[src/design/assert_macros.svh]
// ----------------------------------------------------------------------
// Assertion macros
// Short forms for clocked checks used in the cache RTL.
// ----------------------------------------------------------------------
`ifndef ASSERT_MACROS_SVH
`define ASSERT_MACROS_SVH

// Checked at every rising clk edge, off while rst is high.
`define LKC_ASSERT(lbl, prop, msg) \
  lbl: assert property (@(posedge clk) disable iff (rst) prop) else $error(msg);

// Checked at every rising clk edge, reset included.
`define LKC_ASSERT_ALWAYS(lbl, prop, msg) \
  lbl: assert property (@(posedge clk) prop) else $error(msg);

`endif

[src/design/lkc_pkg.sv]
// ----------------------------------------------------------------------
// lkc_pkg
// Shared types, constants and helpers for the LRU key cache.
// ----------------------------------------------------------------------
`default_nettype none
package lkc_pkg;

  localparam int SLOTS_DEF     = 16;
  localparam int KEY_BYTES_DEF = 8;
  localparam int KEY_W         = 64;
  localparam int LEN_W         = 4;
  localparam int STAMP_W       = 48;  // touch order stamp
  localparam int ACT_W         = 9;   // holds any capacity up to 256

  typedef enum logic {
    OP_INSERT = 1'b0,
    OP_PREFIX = 1'b1
  } op_t;

  typedef enum logic [1:0] {
    ST_IDLE,
    ST_SCAN,
    ST_FINISH
  } state_t;

  // Keeps the first n bytes (top first).
  function automatic logic [KEY_W-1:0] byte_mask(input logic [LEN_W-1:0] n);
    logic [KEY_W-1:0] m;
    m = '0;
    for (int b = 0; b < 8; b++) begin
      m[KEY_W-1-8*b -: 8] = (LEN_W'(b) < n) ? 8'hFF : 8'h00;
    end
    return m;
  endfunction

endpackage
`default_nettype wire

[src/design/lkc_mem.sv]
// ----------------------------------------------------------------------
// lkc_mem
// Slot memory: one write port, one read port, registered read data.
// ----------------------------------------------------------------------
`default_nettype none
module lkc_mem
  import lkc_pkg::*;
#(
  parameter int DEPTH = SLOTS_DEF,
  parameter int WIDTH = KEY_W + LEN_W + STAMP_W,
  localparam int AW   = (DEPTH > 1) ? $clog2(DEPTH) : 1
) (
  input  wire logic             clk,
  input  wire logic             we,
  input  wire logic [AW-1:0]    waddr,
  input  wire logic [WIDTH-1:0] wdata,
  input  wire logic             re,
  input  wire logic [AW-1:0]    raddr,
  output logic      [WIDTH-1:0] rdata
);

  logic [WIDTH-1:0] mem [DEPTH];

  always_ff @(posedge clk) begin
    if (we) begin
      mem[waddr] <= wdata;
    end
  end

  always_ff @(posedge clk) begin
    if (re) begin
      rdata <= mem[raddr];
    end
  end

endmodule
`default_nettype wire

[src/design/lru_key_cache_with_prefix_touch.sv]
// Flow: an item is accepted, then the slot memory is swept over the filled
// slots and the finish state writes back; done strobes the cycle after.
// A new item is taken only once the block is back in idle (busy low); the
// sweep reads through the single read port of the slot memory. Results
// cannot be stalled.
// Reset: fill count cleared, capacity back to SLOTS, slot memory left as is.
// ----------------------------------------------------------------------
// lru_key_cache_with_prefix_touch
// Fully associative key cache, LRU replacement, prefix touch operation.
// ----------------------------------------------------------------------
`default_nettype none
`include "assert_macros.svh"
module lru_key_cache_with_prefix_touch
  import lkc_pkg::*;
#(
  parameter int SLOTS     = SLOTS_DEF,
  parameter int KEY_BYTES = KEY_BYTES_DEF
) (
  input  wire logic             clk,
  input  wire logic             rst,
  // command channel
  input  wire logic             start,
  output logic                  busy,
  input  wire logic             opcode,
  input  wire logic [KEY_W-1:0] key_bytes,
  input  wire logic [LEN_W-1:0] key_length,
  // capacity register write
  input  wire logic             cfg_valid,
  output logic                  cfg_ready,
  input  wire logic [4:0]       active_slots,
  // results
  output logic                  done,
  output logic                  hit,
  output logic [3:0]            slot_used,
  output logic                  evicted,
  output logic [KEY_W-1:0]      evicted_key,
  output logic [LEN_W-1:0]      evicted_length,
  output logic [4:0]            match_count
);

  localparam int IW = (SLOTS > 1) ? $clog2(SLOTS) : 1;
  localparam int CW = $clog2(SLOTS + 1);
  localparam int DW = KEY_W + LEN_W + STAMP_W;

  // Recency is kept as a touch stamp per slot: a larger stamp is more
  // recent, so the rank order of the slots equals the stamp order and the
  // least recent slot is the one with the smallest stamp.

  state_t state, state_next;

  logic [ACT_W-1:0]   act_slots;
  logic [CW-1:0]      filled, filled_next;
  logic [STAMP_W-1:0] stamp, stamp_next;

  // per item
  op_t              op, op_next;
  logic [KEY_W-1:0] key, key_next;
  logic [LEN_W-1:0] len, len_next;
  logic [KEY_W-1:0] pmask, pmask_next;
  logic [CW-1:0]    cnt, cnt_next;     // next slot to read
  logic             pend, pend_next;   // read data valid this cycle
  logic [IW-1:0]    pidx, pidx_next;   // slot of the read data
  logic             found, found_next;
  logic [IW-1:0]    fidx, fidx_next;
  logic             have_lru, have_lru_next;
  logic [IW-1:0]    lru_idx, lru_idx_next;
  logic [STAMP_W-1:0] lru_stamp, lru_stamp_next;
  logic [KEY_W-1:0] lru_key, lru_key_next;
  logic [LEN_W-1:0] lru_len, lru_len_next;
  logic [CW-1:0]    count, count_next;

  // result registers
  logic             done_next, hit_next, evicted_next;
  logic [3:0]       slot_used_next;
  logic [KEY_W-1:0] evicted_key_next;
  logic [LEN_W-1:0] evicted_length_next;
  logic [4:0]       match_count_next;

  // memory ports
  logic          we, re;
  logic [IW-1:0] waddr, raddr;
  logic [DW-1:0] wdata, rdata;

  logic [KEY_W-1:0]   r_key;
  logic [LEN_W-1:0]   r_len;
  logic [STAMP_W-1:0] r_stamp;
  logic [LEN_W-1:0]   len_in;
  logic [ACT_W-1:0]   cap;

  lkc_mem #(.DEPTH(SLOTS), .WIDTH(DW)) u_mem (
    .clk  (clk),
    .we   (we),
    .waddr(waddr),
    .wdata(wdata),
    .re   (re),
    .raddr(raddr),
    .rdata(rdata)
  );

  assign {r_key, r_len, r_stamp} = rdata;
  assign busy      = (state != ST_IDLE);
  assign cfg_ready = 1'b1;

  // long lengths act as KEY_BYTES
  assign len_in = (key_length > LEN_W'(KEY_BYTES)) ? LEN_W'(KEY_BYTES) : key_length;

  // capacity clamped to 1..SLOTS
  always_comb begin
    if (act_slots == '0) begin
      cap = ACT_W'(1);
    end else if (act_slots > ACT_W'(SLOTS)) begin
      cap = ACT_W'(SLOTS);
    end else begin
      cap = act_slots;
    end
  end

  always_ff @(posedge clk) begin
    if (rst) begin
      state     <= ST_IDLE;
      act_slots <= ACT_W'(SLOTS);
      filled    <= '0;
      stamp     <= '0;
      done      <= 1'b0;
      pend      <= 1'b0;
    end else begin
      state  <= state_next;
      filled <= filled_next;
      stamp  <= stamp_next;
      done   <= done_next;
      pend   <= pend_next;
      if (cfg_valid && cfg_ready) begin
        act_slots <= ACT_W'(active_slots);
      end
    end
  end

  always_ff @(posedge clk) begin
    op             <= op_next;
    key            <= key_next;
    len            <= len_next;
    pmask          <= pmask_next;
    cnt            <= cnt_next;
    pidx           <= pidx_next;
    found          <= found_next;
    fidx           <= fidx_next;
    have_lru       <= have_lru_next;
    lru_idx        <= lru_idx_next;
    lru_stamp      <= lru_stamp_next;
    lru_key        <= lru_key_next;
    lru_len        <= lru_len_next;
    count          <= count_next;
    hit            <= hit_next;
    slot_used      <= slot_used_next;
    evicted        <= evicted_next;
    evicted_key    <= evicted_key_next;
    evicted_length <= evicted_length_next;
    match_count    <= match_count_next;
  end

  always_comb begin
    state_next          = state;
    filled_next         = filled;
    stamp_next          = stamp;
    op_next             = op;
    key_next            = key;
    len_next            = len;
    pmask_next          = pmask;
    cnt_next            = cnt;
    pend_next           = 1'b0;
    pidx_next           = pidx;
    found_next          = found;
    fidx_next           = fidx;
    have_lru_next       = have_lru;
    lru_idx_next        = lru_idx;
    lru_stamp_next      = lru_stamp;
    lru_key_next        = lru_key;
    lru_len_next        = lru_len;
    count_next          = count;
    done_next           = 1'b0;
    hit_next            = hit;
    slot_used_next      = slot_used;
    evicted_next        = evicted;
    evicted_key_next    = evicted_key;
    evicted_length_next = evicted_length;
    match_count_next    = match_count;
    we                  = 1'b0;
    waddr               = pidx;
    wdata               = {r_key, r_len, stamp};
    re                  = 1'b0;
    raddr               = cnt[IW-1:0];

    case (state)
      ST_IDLE: begin
        if (start) begin
          op_next       = op_t'(opcode);
          len_next      = len_in;
          pmask_next    = byte_mask(len_in);
          key_next      = key_bytes & byte_mask(len_in);
          cnt_next      = '0;
          found_next    = 1'b0;
          have_lru_next = 1'b0;
          count_next    = '0;
          state_next    = ST_SCAN;
        end
      end

      ST_SCAN: begin
        // issue one read a cycle over the filled slots
        if (cnt < filled) begin
          re        = 1'b1;
          cnt_next  = cnt + CW'(1);
          pend_next = 1'b1;
          pidx_next = cnt[IW-1:0];
        end else if (!pend) begin
          state_next = ST_FINISH;
        end
        // check the beat read last cycle
        if (pend) begin
          if (op == OP_INSERT) begin
            if (!found && r_len == len && r_key == key) begin
              found_next = 1'b1;
              fidx_next  = pidx;
            end
            if (!have_lru || r_stamp < lru_stamp) begin
              have_lru_next  = 1'b1;
              lru_idx_next   = pidx;
              lru_stamp_next = r_stamp;
              lru_key_next   = r_key;
              lru_len_next   = r_len;
            end
          end else if (r_len >= len && (r_key & pmask) == key) begin
            // touch in index order: later slots end up more recent
            we         = 1'b1;
            waddr      = pidx;
            wdata      = {r_key, r_len, stamp};
            stamp_next = stamp + STAMP_W'(1);
            count_next = count + CW'(1);
          end
        end
      end

      ST_FINISH: begin
        done_next           = 1'b1;
        hit_next            = 1'b0;
        slot_used_next      = '0;
        evicted_next        = 1'b0;
        evicted_key_next    = '0;
        evicted_length_next = '0;
        match_count_next    = 5'(count);
        if (op == OP_INSERT) begin
          match_count_next = '0;
          we               = 1'b1;
          wdata            = {key, len, stamp};
          stamp_next       = stamp + STAMP_W'(1);
          if (found) begin
            hit_next       = 1'b1;
            waddr          = fidx;
            slot_used_next = 4'(fidx);
          end else if (ACT_W'(filled) < cap) begin
            waddr          = filled[IW-1:0];
            slot_used_next = 4'(filled);
            filled_next    = filled + CW'(1);
          end else begin
            waddr               = lru_idx;
            slot_used_next      = 4'(lru_idx);
            evicted_next        = 1'b1;
            evicted_key_next    = lru_key;
            evicted_length_next = lru_len;
          end
        end
        state_next = ST_IDLE;
      end

      default: begin
        state_next = ST_IDLE;
      end
    endcase
  end

  `LKC_ASSERT(a_done_idle, done |-> !busy, "result strobe while busy")
  `LKC_ASSERT(a_done_single, done |=> !done, "result strobe held two cycles")
  `LKC_ASSERT(a_evict_no_hit, done && evicted |-> !hit, "eviction reported on a hit")
  `LKC_ASSERT(a_fill_bound, ACT_W'(filled) <= ACT_W'(SLOTS), "fill count past slots")

endmodule
`default_nettype wire

[config.mk]
export PLATFORM = sky130hd
export DESIGN_NAME = lru_key_cache_with_prefix_touch
export DESIGN_NICKNAME = d
export VERILOG_FILES = /design/src/design/lkc_pkg.sv /design/src/design/lkc_mem.sv /design/src/design/lru_key_cache_with_prefix_touch.sv
export VERILOG_INCLUDE_DIRS = /design/src /design/src/design
export SDC_FILE = /design/constraint.sdc
export NUM_CORES = 2
export LEC_CHECK = 0
export ABC_AREA = 0
export ABC_CLOCK_PERIOD_IN_PS = 8060
export BUFFER_PORTS_ARGS = -buffer_cell sky130_fd_sc_hd__buf_2
export CAP_MARGIN = 20
export CORE_MARGIN = 5
export CORE_UTILIZATION = 56
export CTS_CLUSTER_DIAMETER = 150
export DETAILED_ROUTE_END_ITERATION = 8
export PLACE_DENSITY = 0.74
export SLEW_MARGIN = 20
export SYNTH_ARGS = -nofsm -noshare
export SYNTH_HDL_FRONTEND = slang
export SYNTH_SLANG_ARGS = --single-unit
[constraint.sdc]
create_clock -name clk -period 8.06 [get_ports clk]
set_input_delay 1.612 -clock clk [delete_from_list [all_inputs] [get_ports clk]]
set_output_delay 1.612 -clock clk [all_outputs]
set_load 0.05 [all_outputs]
==> key figures <==
Outcome
  – Status: completed

Placed design
  – Setup slack at placement: 2.251 ns
  – IO buf count: 158
  – DP Cell Count: 6299
  – Final HPWL from detailed placement: 114900 microns
  – RePlAce Congestion: 0.9085

Yosys
  – Syn_area_per_cell: about 22 sq um
  – Synth area leader: edfxtp_1
  – Number of flops mapped to enable cells by yosys: 2267
  – Seq/Total Area, Yosys: slightly below 80%
  – Largest cells by area after synthesis: edfxtp_1 76%, mux4_2 15%, dfxtp_1 1.4%
  – Ys async rst share: 0%
  – Library cells used by synthesis: 65
  – Synthesized Nets: 4295
  – Prevailing post-synth register cell: edfxtp_1
  – Number of synthesis warnings: 0
  – Synth top area share: 75.95%
  – Gate Count Post-Synth: 4150
  – Synthesized area: ~90000 sq um
  – Synth Register Bits: 2329

STA
  – Fmax: between 0.15 and 0.2 GHz
  – Final Hold Vio Count: 0
  – Post-route setup slack: around 2.1 ns
  – Final Max Tran Viols: 0
  – Final setup violation count: 0
  – Crit path time final: about 5.9 ns
  – RSZ-0062 raised after global routing: false
  – Final worst hold slack: between 0.4 and 0.5 ns
  – Crit share post-route: ~74%
  – Slew headroom: 17.01%
  – Worst-Margin Slew: 1.234 ns
  – Max Clock Skew: 0.03737 ns

Global route
  – Largest net degree at the start of global routing: 127
  – Initial antenna violation count: 7
  – GRT Overall Usage: around a quarter
  – Total congestion overflow: 0
  – Vias in the first global route: 43600
  – Global-route wire length before repair: just over 300000 microns

Worst setup path
  – CP Buf/Inv Count: 1
  – CP Capture Type: flip-flop
  – Worst setup SP type: flip-flop
  – R2R depth: 9
  – R2r endpoint: u_mem.mem[2][100]
  – CP required: about 8.5 ns
  – Worst R2R Start: key[6]
  – Largest stage delay, worst path: 1.06 ns
  – CP max-delay cell: o31ai_1
  – CP most frequent cell: nand4_1
  – Setup Crit Path Kind: reg -> reg
  – Critical-path maximum fanout: 32
  – WP data arrival: 6.39 ns
  – Setup slack, reg-to-reg: 2.13 ns
  – Crit-path cells: xnor2_1 > nand4_1 > o31ai_1 > nand4_1 > or4_1 > o32a_1 > or3b_1 > nor2_4 > buf_4
  – CP delay by family, top: simple AND/OR/NAND/NOR gates

Clocking
  – Clock transition at path regs: 0.06 ns
  – Post-cts resize count: 0
  – Setup bufs post-CTS: 0
  – Cell at the root of the clock tree: clkbuf_16
  – CTS sink count: 2329
  – CTS max path bufs: 3
  – Worst skew pair latency: 0.84 ns
  – Htree depth: 4
  – TritonCTS clock tree: built
  – Num CTS Buffers: ~220
  – Hold Buf Count CTS: 0

Min path
  – Min-delay src: u_mem.rdata[1]
  – Worst Hold End: lru_stamp[1]
  – Hold Crit Depth: 0
  – Class of the worst hold path: reg -> reg

Die
  – Die Width: ~410 microns
  – Die Y: 410.1 microns
  – # IOs: 160
  – Row count: 146
  – Initial Util: 56.46%
  – Core area: approximately 160000 sq um
  – Die area: 168200 sq um

Layout
  – Synthesis-to-finish area growth: 12.52%
  – Nets: 4592
  – Post-layout util: roughly 64%
  – Layout cells sized above 1: 26.71%
  – Final non-filler cell total: around 6700

Routing
  – Routed wire per std cell: 31.61 microns
  – DR vias/cell: 6.486
  – Initial drt markers: 5570
  – TritonRoute pass-1 iters: 6
  – Post-Route WL: 212200 microns
  – Remaining antenna violation count: 0
  – DRC: 0
  – Via count: 43540

Pwr
  – PD cells: about 330 nW/um^2
  – Pleak: 32.19 nW
  – Power Total: 33.30 mW
  – VDD IR-drop max: 0.3302 mV

Flow run
  – Max-capacitance violation count: 0
[stage by stage]
step / instance area, sq um / setup TNS (ns)
floorplan: 89630 / -1228.03
detailed placement: 93500 / 0
global route: 100800 / 0
finish: 100800 / 0
CTS: 100700 / 0
global placement: 93470 / 0
[sequential cells by signal, summed over array words and instances, names as in the netlist, 8 cells and up]
signal       cells
evicted_key     64
key             64
lru_key         64
lru_stamp       48
pmask            8
stamp           48
u_mem.mem     1856
u_mem.rdata    116
[synth_stat cells, types with 24 or more instances]
cell type and number:
mux4_2 580, nor2b_1 55, inv_1 135, o21ai_0 71, dfxtp_1 62, ha_1 67, nor4_1 24, edfxtp_1 2267
and2_1 111, xnor2_1 57, nand2b_1 30, nor2_1 101, nand2_1 125, clkbuf_1 128, buf_1 47
[area by class of cell]
cell class	instances	area (sq um)
multi-input cells	1505	19400
repair buffers	258	1774
diodes	3	7.507
inverters	135	511.7
well taps	2072	2592
fillers	10120	57900
flip-flops and latches	2329	69320
clock buffers	294	5977
clock inverters	117	1265
[layout by cell type (no fill, tap or decap), types with 10 or more instances in the layout]
cell,instances
edfxtp_1,2267
mux4_2,580
clkbuf_16,223
buf_2,158
inv_1,134
nand2_1,125
and2_1,110
nor2_1,85
buf_4,80
ha_1,66
dfxtp_1,62
clkbuf_1,58
xnor2_1,57
nor2b_1,54
o21ai_0,40
clkinv_1,37
clkinv_2,37
nand2b_1,29
o21ai_2,26
nand3_1,22
nor4_1,22
nand4_1,22
nor4_2,22
bufinv_16,22
a21oi_1,21
a21o_1,21
o22ai_1,20
nor3_1,20
buf_12,18
nor2_4,16
clkbuf_8,13
o2111ai_1,11
a22o_1,10
[worst max path at each step]
stage	from	end	slack (ns)	cells past startpoint
after CTS	key[6]	u_mem.mem[2][100]	2.28	9
final	key[6]	u_mem.mem[2][100]	2.13	9
after detailed placement	key[6]	u_mem.mem[2][101]	2.25	9
after floorplan	state[0]	u_mem.mem[9][0]	-0.81	7
after global placement	key[4]	u_mem.mem[2][101]	2.39	9
after global routing	key[6]	u_mem.mem[2][100]	2.07	9
[power breakdown]
part | leakage (nW) | switching (mW) | internal, mW | total [mW]
clock network | 3.54 | 4.42 | 5.92 | 10.3
logic | 7.54 | 4.59 | 3.37 | 7.96
registers | 21.1 | 0.355 | 14.7 | 15.0
total | 32.2 | 9.37 | 23.9 | 33.3
[per-layer routing]
| metal | global-route usage (%) | vias up | routed length, microns |
|---|---|---|---|
| li1 | - | 17700 | - |
| met5 | 0 | - | 13 |
| met2 | 40.20 | 2505 | 102400 |
| met1 | 36.75 | 23010 | 82970 |
| met3 | 4.838 | 329 | 20570 |
| met4 | 7.343 | 2 | 6308 |
[cells by family after synthesis]
| family | Yosys count | share of synthesized area [%] |
|---|---|---|
| other | 1 | 0.004184 |
| AO/OA/AOI/OAI | 217 | 1.622 |
| XOR/XNOR | 61 | 0.5961 |
| multiplexers | 587 | 14.65 |
| adder cells (fa/ha/maj) | 67 | 0.9353 |
| flip-flops | 2329 | 77.34 |
| AND/OR/NAND/NOR | 572 | 3.501 |
| buffers and inverters | 316 | 1.351 |
Note: power is estimated with default switching activity, not from simulation.
